## config.mk

```make
export PLATFORM = sky130hd
export DESIGN_NAME = bitplane_tile_to_pixels_unit
export DESIGN_NICKNAME = d
export VERILOG_FILES = /design/src/rtl/btp_pkg.sv /design/src/rtl/bitplane_tile_to_pixels_unit.sv /design/src/rtl/btp_fifo.sv /design/src/rtl/btp_front.sv /design/src/rtl/btp_back.sv
export SDC_FILE = /design/constraint.sdc
export NUM_CORES = 2
export LEC_CHECK = 0
export ABC_CLOCK_PERIOD_IN_PS = 4700
export BUFFER_PORTS_ARGS = -buffer_cell sky130_fd_sc_hd__buf_2
export CAP_MARGIN = 25
export CORE_MARGIN = 4
export CORE_UTILIZATION = 56
export CTS_CLUSTER_DIAMETER = 40
export DETAILED_ROUTE_END_ITERATION = 6
export PLACE_DENSITY = 0.75
export SKIP_LAST_GASP = 1
export SLEW_MARGIN = 20
export SYNTH_ARGS = -nofsm -noshare
export SYNTH_HDL_FRONTEND = slang
export SYNTH_SLANG_ARGS = --single-unit
```

## constraint.sdc

```tcl
create_clock -name clock -period 4.7 [get_ports clock]
set_clock_uncertainty 0.05 [all_clocks]
set_input_delay 0.235 -clock clock [delete_from_list [all_inputs] [get_ports clock]]
set_output_delay 0.235 -clock clock [all_outputs]
set_load 0.05 [all_outputs]
```

## src/rtl/btp_pkg.sv

```systemverilog
// Shared types and codes for the bitplane tile to pixel converter.
`default_nettype none

package btp_pkg;

   // Command codes
   localparam logic OP_LOAD = 1'b0;
   localparam logic OP_DRAW = 1'b1;

   // Tile formats
   localparam logic [1:0] FMT_PLANES2 = 2'd0;
   localparam logic [1:0] FMT_PLANES4 = 2'd1;
   localparam logic [1:0] FMT_BYTE    = 2'd2;
   localparam logic [1:0] FMT_UNUSED  = 2'd3;

   // Entries in the command queue between front and back
   localparam int QUEUE_DEPTH = 2;

   typedef struct packed {
      logic        operation;
      logic [6:0]  byte_index;
      logic [7:0]  byte_value;
      logic [1:0]  tile_format;
      logic [7:0]  surface_id;
      logic [14:0] origin_x;
      logic [14:0] origin_y;
      logic [4:0]  zoom_factor;
      logic        palette_wanted;
   } cmd_type;

   typedef struct packed {
      logic full;
      logic empty;
   } qstat_type;

endpackage

`default_nettype wire

```

## src/rtl/bitplane_tile_to_pixels_unit.sv

```systemverilog
// Top level of the bitplane tile to pixel converter.
//
//   channel | ports                      | transfer
//   --------+----------------------------+--------------------------------
//   request | start, busy, req_*         | edge with start high, busy low
//   result  | rsp_valid, rsp_*           | every edge with rsp_valid high
//
// A load writes the tile store as the back end dequeues it. A draw is dequeued, then per row
// fetches the plane bytes through the single tile store read port (2, 4 or 8 reads,
// one for the unused format), passes a drain state and emits the row's 8 pixels.
// A two-entry queue takes requests while a draw runs; busy is high while it is full.
// Synchronous reset empties the queue and clears the store's valid bits.
`default_nettype none

module bitplane_tile_to_pixels_unit
   import btp_pkg::*;
#(
   parameter int TILE_STORE_BYTES = 128
)
(
   input  wire logic        clock,
   input  wire logic        reset,
   input  wire logic        start,
   output logic             busy,
   input  wire logic        req_operation,
   input  wire logic [6:0]  req_byte_index,
   input  wire logic [7:0]  req_byte_value,
   input  wire logic [1:0]  req_tile_format,
   input  wire logic [7:0]  req_surface_id,
   input  wire logic signed [14:0] req_origin_x,
   input  wire logic signed [14:0] req_origin_y,
   input  wire logic [4:0]  req_zoom_factor,
   input  wire logic        req_palette_wanted,
   output logic             rsp_valid,
   output logic [7:0]       rsp_surface_out,
   output logic signed [15:0] rsp_pixel_x,
   output logic signed [15:0] rsp_pixel_y,
   output logic [4:0]       rsp_block_size,
   output logic [7:0]       rsp_color_index,
   output logic             rsp_palette_flag,
   output logic             rsp_last_pixel
);

   qstat_type q_stat;
   logic      push;
   cmd_type   push_data;
   logic      pop;
   cmd_type   head;

   btp_front #(.TILE_STORE_BYTES(TILE_STORE_BYTES)) u_front (
      .start              (start),
      .busy               (busy),
      .req_operation      (req_operation),
      .req_byte_index     (req_byte_index),
      .req_byte_value     (req_byte_value),
      .req_tile_format    (req_tile_format),
      .req_surface_id     (req_surface_id),
      .req_origin_x       (req_origin_x),
      .req_origin_y       (req_origin_y),
      .req_zoom_factor    (req_zoom_factor),
      .req_palette_wanted (req_palette_wanted),
      .q_stat             (q_stat),
      .push               (push),
      .push_data          (push_data)
   );

   btp_fifo u_queue (
      .clock     (clock),
      .reset     (reset),
      .push      (push),
      .push_data (push_data),
      .pop       (pop),
      .pop_data  (head),
      .q_stat    (q_stat)
   );

   btp_back #(.TILE_STORE_BYTES(TILE_STORE_BYTES)) u_back (
      .clock            (clock),
      .reset            (reset),
      .q_stat           (q_stat),
      .head             (head),
      .pop              (pop),
      .rsp_valid        (rsp_valid),
      .rsp_surface_out  (rsp_surface_out),
      .rsp_pixel_x      (rsp_pixel_x),
      .rsp_pixel_y      (rsp_pixel_y),
      .rsp_block_size   (rsp_block_size),
      .rsp_color_index  (rsp_color_index),
      .rsp_palette_flag (rsp_palette_flag),
      .rsp_last_pixel   (rsp_last_pixel)
   );

endmodule

`default_nettype wire

```

## src/rtl/btp_fifo.sv

```systemverilog
// Two-entry command queue that decouples the front from the back.
`default_nettype none

module btp_fifo
   import btp_pkg::*;
(
   input  wire logic      clock,
   input  wire logic      reset,
   input  wire logic      push,
   input  wire cmd_type   push_data,
   input  wire logic      pop,
   output cmd_type        pop_data,
   output qstat_type      q_stat
);

   localparam int PW = (QUEUE_DEPTH > 1) ? $clog2(QUEUE_DEPTH) : 1;
   localparam int CW = $clog2(QUEUE_DEPTH + 1);

   cmd_type         entry_ff [QUEUE_DEPTH];
   logic [PW-1:0]   wr_ptr_ff, wr_ptr_in;
   logic [PW-1:0]   rd_ptr_ff, rd_ptr_in;
   logic [CW-1:0]   count_ff,  count_in;

   always_comb begin
      wr_ptr_in = wr_ptr_ff;
      rd_ptr_in = rd_ptr_ff;
      count_in  = count_ff;
      if (push) begin
         wr_ptr_in = (wr_ptr_ff == PW'(QUEUE_DEPTH - 1)) ? '0 : wr_ptr_ff + 1'b1;
      end
      if (pop) begin
         rd_ptr_in = (rd_ptr_ff == PW'(QUEUE_DEPTH - 1)) ? '0 : rd_ptr_ff + 1'b1;
      end
      case ({push, pop})
         2'b10:   count_in = count_ff + 1'b1;
         2'b01:   count_in = count_ff - 1'b1;
         default: count_in = count_ff;
      endcase
   end

   always_ff @(posedge clock) begin
      if (reset) begin
         wr_ptr_ff <= '0;
         rd_ptr_ff <= '0;
         count_ff  <= '0;
      end else begin
         wr_ptr_ff <= wr_ptr_in;
         rd_ptr_ff <= rd_ptr_in;
         count_ff  <= count_in;
      end
   end

   always_ff @(posedge clock) begin
      if (push) begin
         entry_ff[wr_ptr_ff] <= push_data;
      end
   end

   assign pop_data     = entry_ff[rd_ptr_ff];
   assign q_stat.full  = (count_ff == CW'(QUEUE_DEPTH));
   assign q_stat.empty = (count_ff == '0);

endmodule

`default_nettype wire

```

## src/rtl/btp_front.sv

```systemverilog
// Command front: accepts requests, drops out-of-range loads, packs queue entries.
`default_nettype none

module btp_front
   import btp_pkg::*;
#(
   parameter int TILE_STORE_BYTES = 128
)
(
   input  wire logic        start,
   output logic             busy,
   input  wire logic        req_operation,
   input  wire logic [6:0]  req_byte_index,
   input  wire logic [7:0]  req_byte_value,
   input  wire logic [1:0]  req_tile_format,
   input  wire logic [7:0]  req_surface_id,
   input  wire logic signed [14:0] req_origin_x,
   input  wire logic signed [14:0] req_origin_y,
   input  wire logic [4:0]  req_zoom_factor,
   input  wire logic        req_palette_wanted,
   input  wire qstat_type   q_stat,
   output logic             push,
   output cmd_type          push_data
);

   logic accept;
   logic in_range;

   assign busy     = q_stat.full;
   assign accept   = start && !q_stat.full;
   assign in_range = ({1'b0, req_byte_index} < 8'(TILE_STORE_BYTES));

   // A load past the end of the store has no effect: never queue it
   assign push = accept && ((req_operation == OP_DRAW) || in_range);

   assign push_data.operation      = req_operation;
   assign push_data.byte_index     = req_byte_index;
   assign push_data.byte_value     = req_byte_value;
   assign push_data.tile_format    = req_tile_format;
   assign push_data.surface_id     = req_surface_id;
   assign push_data.origin_x       = req_origin_x;
   assign push_data.origin_y       = req_origin_y;
   assign push_data.zoom_factor    = req_zoom_factor;
   assign push_data.palette_wanted = req_palette_wanted;

endmodule

`default_nettype wire

```

## src/rtl/btp_back.sv

```systemverilog
// Command back: tile store, row fetch sequencer and pixel result registers.
`default_nettype none

module btp_back
   import btp_pkg::*;
#(
   parameter int TILE_STORE_BYTES = 128
)
(
   input  wire logic        clock,
   input  wire logic        reset,
   input  wire qstat_type   q_stat,
   input  wire cmd_type     head,
   output logic             pop,
   output logic             rsp_valid,
   output logic [7:0]       rsp_surface_out,
   output logic signed [15:0] rsp_pixel_x,
   output logic signed [15:0] rsp_pixel_y,
   output logic [4:0]       rsp_block_size,
   output logic [7:0]       rsp_color_index,
   output logic             rsp_palette_flag,
   output logic             rsp_last_pixel
);

   localparam int AW = $clog2(TILE_STORE_BYTES);

   localparam logic [1:0] ST_IDLE  = 2'd0;
   localparam logic [1:0] ST_FETCH = 2'd1;
   localparam logic [1:0] ST_DRAIN = 2'd2;
   localparam logic [1:0] ST_EMIT  = 2'd3;

   // Last fetch slot of a row for each format
   function automatic logic [2:0] last_slot(input logic [1:0] fmt);
      logic [2:0] s;
      unique case (fmt)
         FMT_PLANES2: s = 3'd1;
         FMT_PLANES4: s = 3'd3;
         FMT_BYTE:    s = 3'd7;
         default:     s = 3'd0;
      endcase
      return s;
   endfunction

   // Store position of fetch slot: plane slot for planar rows, column for byte rows
   function automatic logic [6:0] fetch_pos(input logic [1:0] fmt, input logic [2:0] row,
                                            input logic [2:0] slot);
      logic [6:0] p;
      if (fmt == FMT_BYTE) begin
         p = {row, slot, 1'b1};
      end else begin
         p = {2'b00, slot[1], row, slot[0]};
      end
      return p;
   endfunction

   logic [7:0]                 mem [TILE_STORE_BYTES];
   logic [TILE_STORE_BYTES-1:0] vld_ff;

   logic [1:0]  state_ff, state_in;
   cmd_type     cmd_ff, cmd_in;
   logic [2:0]  row_ff, row_in;
   logic [2:0]  col_ff, col_in;
   logic [2:0]  slot_ff, slot_in;
   logic [15:0] x_ff, x_in;
   logic [15:0] y_ff, y_in;

   logic        cap_vld_ff;
   logic [2:0]  cap_slot_ff;
   logic [7:0]  rd_data_ff;
   logic        rd_ok_ff;
   logic [7:0][7:0] pix_buf_ff;

   logic        rsp_valid_ff, rsp_valid_in;
   logic [7:0]  surface_ff;
   logic [15:0] px_ff, py_ff;
   logic [4:0]  size_ff;
   logic [7:0]  color_ff, color_in;
   logic        pal_ff;
   logic        last_ff;

   logic        wr_en;
   logic [AW-1:0] wr_idx;
   logic        rd_en;
   logic [6:0]  rd_pos;
   logic        rd_in_range;
   logic [AW-1:0] rd_idx;
   logic [2:0]  bit_sel;
   logic [15:0] zoom_ext;

   assign pop    = (state_ff == ST_IDLE) && !q_stat.empty;
   assign wr_en  = pop && (head.operation == OP_LOAD);
   assign wr_idx = head.byte_index[AW-1:0];

   assign rd_en       = (state_ff == ST_FETCH);
   assign rd_pos      = fetch_pos(cmd_ff.tile_format, row_ff, slot_ff);
   assign rd_in_range = ({1'b0, rd_pos} < 8'(TILE_STORE_BYTES));
   assign rd_idx      = rd_pos[AW-1:0];

   assign zoom_ext = {11'b0, cmd_ff.zoom_factor};
   assign bit_sel  = 3'd7 - col_ff;

   // Pixel from the fetched row: leftmost pixel is the plane byte MSB
   always_comb begin
      case (cmd_ff.tile_format)
         FMT_PLANES2: color_in = {6'b0, pix_buf_ff[1][bit_sel], pix_buf_ff[0][bit_sel]};
         FMT_PLANES4: color_in = {4'b0, pix_buf_ff[3][bit_sel], pix_buf_ff[2][bit_sel],
                                  pix_buf_ff[1][bit_sel], pix_buf_ff[0][bit_sel]};
         FMT_BYTE:    color_in = pix_buf_ff[col_ff];
         default:     color_in = 8'h00;
      endcase
   end

   always_comb begin
      state_in     = state_ff;
      cmd_in       = cmd_ff;
      row_in       = row_ff;
      col_in       = col_ff;
      slot_in      = slot_ff;
      x_in         = x_ff;
      y_in         = y_ff;
      rsp_valid_in = 1'b0;
      unique case (state_ff)
         ST_IDLE: begin
            if (pop && (head.operation == OP_DRAW)) begin
               cmd_in   = head;
               row_in   = '0;
               col_in   = '0;
               slot_in  = '0;
               x_in     = {head.origin_x[14], head.origin_x};
               y_in     = {head.origin_y[14], head.origin_y};
               state_in = ST_FETCH;
            end
         end
         ST_FETCH: begin
            if (slot_ff == last_slot(cmd_ff.tile_format)) begin
               slot_in  = '0;
               state_in = ST_DRAIN;
            end else begin
               slot_in = slot_ff + 1'b1;
            end
         end
         ST_DRAIN: begin
            // last fetched byte lands in the row buffer this cycle
            state_in = ST_EMIT;
         end
         ST_EMIT: begin
            rsp_valid_in = 1'b1;
            col_in       = col_ff + 1'b1;
            x_in         = x_ff + zoom_ext;
            if (col_ff == 3'd7) begin
               x_in   = {cmd_ff.origin_x[14], cmd_ff.origin_x};
               y_in   = y_ff + zoom_ext;
               row_in = row_ff + 1'b1;
               state_in = (row_ff == 3'd7) ? ST_IDLE : ST_FETCH;
            end
         end
      endcase
   end

   always_ff @(posedge clock) begin
      if (reset) begin
         state_ff     <= ST_IDLE;
         cap_vld_ff   <= 1'b0;
         rsp_valid_ff <= 1'b0;
         vld_ff       <= '0;
         rd_ok_ff     <= 1'b0;
      end else begin
         state_ff     <= state_in;
         cap_vld_ff   <= rd_en;
         rsp_valid_ff <= rsp_valid_in;
         if (wr_en) begin
            vld_ff[wr_idx] <= 1'b1;
         end
         if (rd_en) begin
            rd_ok_ff <= rd_in_range && vld_ff[rd_idx];
         end
      end
   end

   always_ff @(posedge clock) begin
      if (wr_en) begin
         mem[wr_idx] <= head.byte_value;
      end
      if (rd_en && rd_in_range) begin
         rd_data_ff <= mem[rd_idx];
      end
   end

   always_ff @(posedge clock) begin
      cmd_ff      <= cmd_in;
      row_ff      <= row_in;
      col_ff      <= col_in;
      slot_ff     <= slot_in;
      x_ff        <= x_in;
      y_ff        <= y_in;
      cap_slot_ff <= slot_ff;
      // never-written or out-of-range bytes read as zero
      if (cap_vld_ff) begin
         pix_buf_ff[cap_slot_ff] <= rd_ok_ff ? rd_data_ff : 8'h00;
      end
      if (rsp_valid_in) begin
         surface_ff <= cmd_ff.surface_id;
         px_ff      <= x_ff;
         py_ff      <= y_ff;
         size_ff    <= cmd_ff.zoom_factor;
         color_ff   <= color_in;
         pal_ff     <= cmd_ff.palette_wanted;
         last_ff    <= (row_ff == 3'd7) && (col_ff == 3'd7);
      end
   end

   assign rsp_valid        = rsp_valid_ff;
   assign rsp_surface_out  = surface_ff;
   assign rsp_pixel_x      = px_ff;
   assign rsp_pixel_y      = py_ff;
   assign rsp_block_size   = size_ff;
   assign rsp_color_index  = color_ff;
   assign rsp_palette_flag = pal_ff;
   assign rsp_last_pixel   = last_ff;

endmodule

`default_nettype wire

```

==> reports/results.tsv <==
stage	metric	value	unit
clocking	root buffer cell	clkbuf_16	
sta	Worst Tran Pin Value	1.13	ns
outcome	status	finished, final reports clean	
sta	Fin Hold WS	0.142	ns
floorplan	overall die area	108000	um^2
min_path	worst min-delay path category	primary input to flop	
flow_run	Maximum Capacitance Violations	0	
floorplan	Die X	329	um
synthesis	cells after synthesis	3577	
min_path	hold path startpoint	req_surface_id[5]	
sta	Final period util	0.890	
routing	final wirelength	143000	um
synthesis	Synth area leaders	edfxtp_1 (70%), mux4_2 (5.0%), dfxtp_1 (4.6%), mux2i_1 (4.3%), nor2_1 (2.6%)	
synthesis	sequential fraction of the synthesis area	0.743	
synthesis	Netlist cell types	68	
synthesis	Mapped Nets	3667	
cells_and_area	area grow syn2layout	16.0	%
floorplan	core area	102000	um^2
synthesis	EDFF count, synth	1339	
global_routing	GRT Total Usage	0.262	
cells_and_area	Post-Layout Cell Count	5410	
critical_path	r2r startpoint	u_back.cmd_ff[44]	
placement	I/O Buffers	121	
placement	DP Wirelength	87100	um
routing	DR iter-0 viols	4283	
pwr	NetSw	11.7	mW
floorplan	IO Pins	122	
pwr	combinational share of power	0.238	
sta	unrepaired setup endpoints after global routing	false	
routing	Via density	6.29	
critical_path	Crit. End Element	flop	
synthesis	Yosys warnings	0	
clocking	Post-CTS Setup Bufs	0	
routing	wire per inst	26.4	um
sta	post-route minimum period	4.18	ns
global_routing	first-pass GRT wire length	211000	um
synthesis	post-synth top area cell	edfxtp_1	
sta	final setup violating endpoints	0	
clocking	Worst-path clk slew	0.06	ns
routing	DR vias	34000	
placement	pre-CTS WS	0.652	ns
clocking	Num CTS Buffers	164	
sta	f_max	239	MHz
global_routing	initial antenna violation count	7	
critical_path	kind of critical path	flop to flop	
sta	fin worst setup slack	0.516	ns
clocking	clock sink total	1472	
pwr	internal power	26.5	mW
placement	dpl cells	5036	
floorplan	chip height	329	um
clocking	Clock Path Buffers	3	
cells_and_area	Nets	3992	
pwr	sw frac	0.306	
placement	routability cong.	0.910	
clocking	H-tree levels	4	
synthesis	Synth Flop Type	edfxtp_1	
clocking	Worst-Skew Late Latency	0.78	ns
global_routing	vias in the first global route	33600	
sta	Fin Setup TNS	0	ns
sta	worst relative slew slack	0.244	
critical_path	Critical Path RT	5.16	ns
clocking	CTS tree	built	
synthesis	synthesized area	57700	um^2
routing	DR DRC count	0	
clocking	CTS-repair resized insts	0	
pwr	register share of total power	0.422	
sta	final hold vios	0	
critical_path	Worst Setup SP	u_back.cmd_ff[44]	
cells_and_area	share of layout cells above drive strength 1	0.192	
global_routing	total grt overflow	0	
pwr	clock share of power	0.340	
synthesis	Yosys top cell area share	0.696	
global_routing	largest net degree at the start of global routing	99	
cells_and_area	FILL cells	6710	
critical_path	worst path arrival time	4.65	ns
synthesis	asr flop ratio synth	0	
floorplan	Row Count	117	
synthesis	syn_area_per_cell	16.1	um^2
pwr	worst vdd ir	515	uV
routing	DR pass1 iterations	6	
synthesis	Yosys reg bits	1472	
critical_path	crit start category	flop	
routing	Routed Antenna Nets	0	
floorplan	initial core utilization	0.566	
critical_path	CP max FO	26	
pwr	P_leak	22.6	nW
sta	final max-slew violation count	0	
pwr	P per Cell Area	571	nW/um^2
==> layer usage <==
metal / part of all wire / GRT usage
met5: 0.00018 / 0.000444
met4: 0.039 / 0.109
met3: 0.10 / 0.0504
met2: 0.48 / 0.419
met1: 0.38 / 0.358
==> final cells by class <==
| class | instances | area, um^2 | area share |
|---|---|---|---|
| Sequential cell | 1472 | 42900 | 0.640 |
| Clock buffer | 199 | 4420 | 0.0660 |
| Multi-Input combinational cell | 1864 | 13900 | 0.207 |
| Tap cell | 1368 | 1710 | 0.0256 |
| Antenna cell | 3 | 7.51 | 0.000112 |
| Inverter | 39 | 149 | 0.00222 |
| Timing Repair Buffer | 361 | 2770 | 0.0413 |
| Clock inverter | 104 | 1160 | 0.0173 |
==> synthesized netlist by cell type (16+ instances only) <==
cell type / n
a21oi_1: 130
xnor2_1: 25
edfxtp_1: 1339
inv_1: 38
a22oi_1: 26
o21ba_2: 22
mux4_2: 129
mux2i_1: 246
o21ai_0: 50
o22ai_1: 135
a2111oi_0: 23
nor3_1: 24
o221ai_1: 16
nand2_1: 259
a32oi_1: 18
mux2_2: 44
o211ai_1: 27
and2_1: 16
clkbuf_1: 99
buf_2: 54
nand4_1: 27
dfxtp_1: 133
or3_1: 29
nand3_1: 56
buf_1: 19
ha_1: 23
nor2_1: 393
buf_4: 20
==> cell usage in the layout, fill, tap and decap left out, drive strengths merged, types with 27 or more instances in the layout <==
master / Yosys / layout
a21oi: 131 / 131
buf: 103 / 296
clkbuf: 99 / 199
clkinv: 0 / 55
dfxtp: 133 / 133
dlygate4sd3: 0 / 65
edfxtp: 1339 / 1339
inv: 39 / 56
mux2: 45 / 45
mux2i: 246 / 246
mux4: 130 / 130
nand2: 259 / 259
nand3: 56 / 56
nand4: 27 / 27
nor2: 396 / 396
o211ai: 27 / 27
o21ai: 51 / 51
o22ai: 135 / 135
or3: 29 / 29
==> flip-flops by register name, indices dropped and copies added (netlist names), 31 cells and up, named ones only <==
signal / flops
u_back.pix_buf_ff: 64
u_queue.entry_ff: 124
u_back.mem: 1016
u_back.vld_ff: 120
u_back.cmd_ff: 31
==> power groups by stage <==
stage                     logic (mW)  registers (mW)  clock network [mW]
after detailed placement        8.83            16.4                   0
final                           9.12            16.1                13.0
after global routing            9.64            16.2                13.7
after floorplan                 5.78            16.3                   0
after global placement          8.64            16.4                   0
after CTS                       8.96            16.1                13.1
==> critical path: stages, from the launching register on <==
cell and delay (ns):
edfxtp_1 0.39, inv_1 0.10, ha_4 0.28, nor2_4 0.27, buf_4 0.51, mux4_2 0.61, nand2_1 0.09, a21oi_1 0.12
a2111oi_1 1.02, buf_4 0.24, or3_1 0.13, nor3_1 0.06
==> worst paths after layout <==
kind                            slack (ns)                        end  depth (start not counted)
worst max register to register        0.52       u_back.rd_data_ff[2]                         11
worst max-delay path                  0.52       u_back.rd_data_ff[2]                         11
worst min-delay path                  0.14    u_queue.entry_ff[1][41]                          2
worst min register to register        0.37  u_back.rsp_surface_out[0]                          0
==> stage by stage <==
step	utilization	total power [mW]	area [um^2]
floorplan	-	22.0	57700
global placement	0.594	25.0	60600
detailed placement	0.594	25.2	60600
CTS	0.655	38.2	66900
global route	0.656	39.5	67000
finish	0.656	38.3	67000
==> cells by family (layout without fill, tap and decap cells) <==
logic type | after synthesis | after routing | share of synthesized area
other cells | 0 | 3 | 0
buf+inv | 241 | 703 | 0.0194
flops | 1472 | 1472 | 0.743
compound gates | 530 | 530 | 0.0619
fa+ha+maj | 25 | 25 | 0.00568
xor+xnor | 36 | 36 | 0.00546
simple gates | 852 | 852 | 0.0627
mux | 421 | 421 | 0.102
==> repair_timing <==
item                                    CTS  global route
endpoints found under the setup margin    0             0
endpoints found under the hold margin   166             0
hold buffers                             65             0
(Power assumes the default switching activity.)
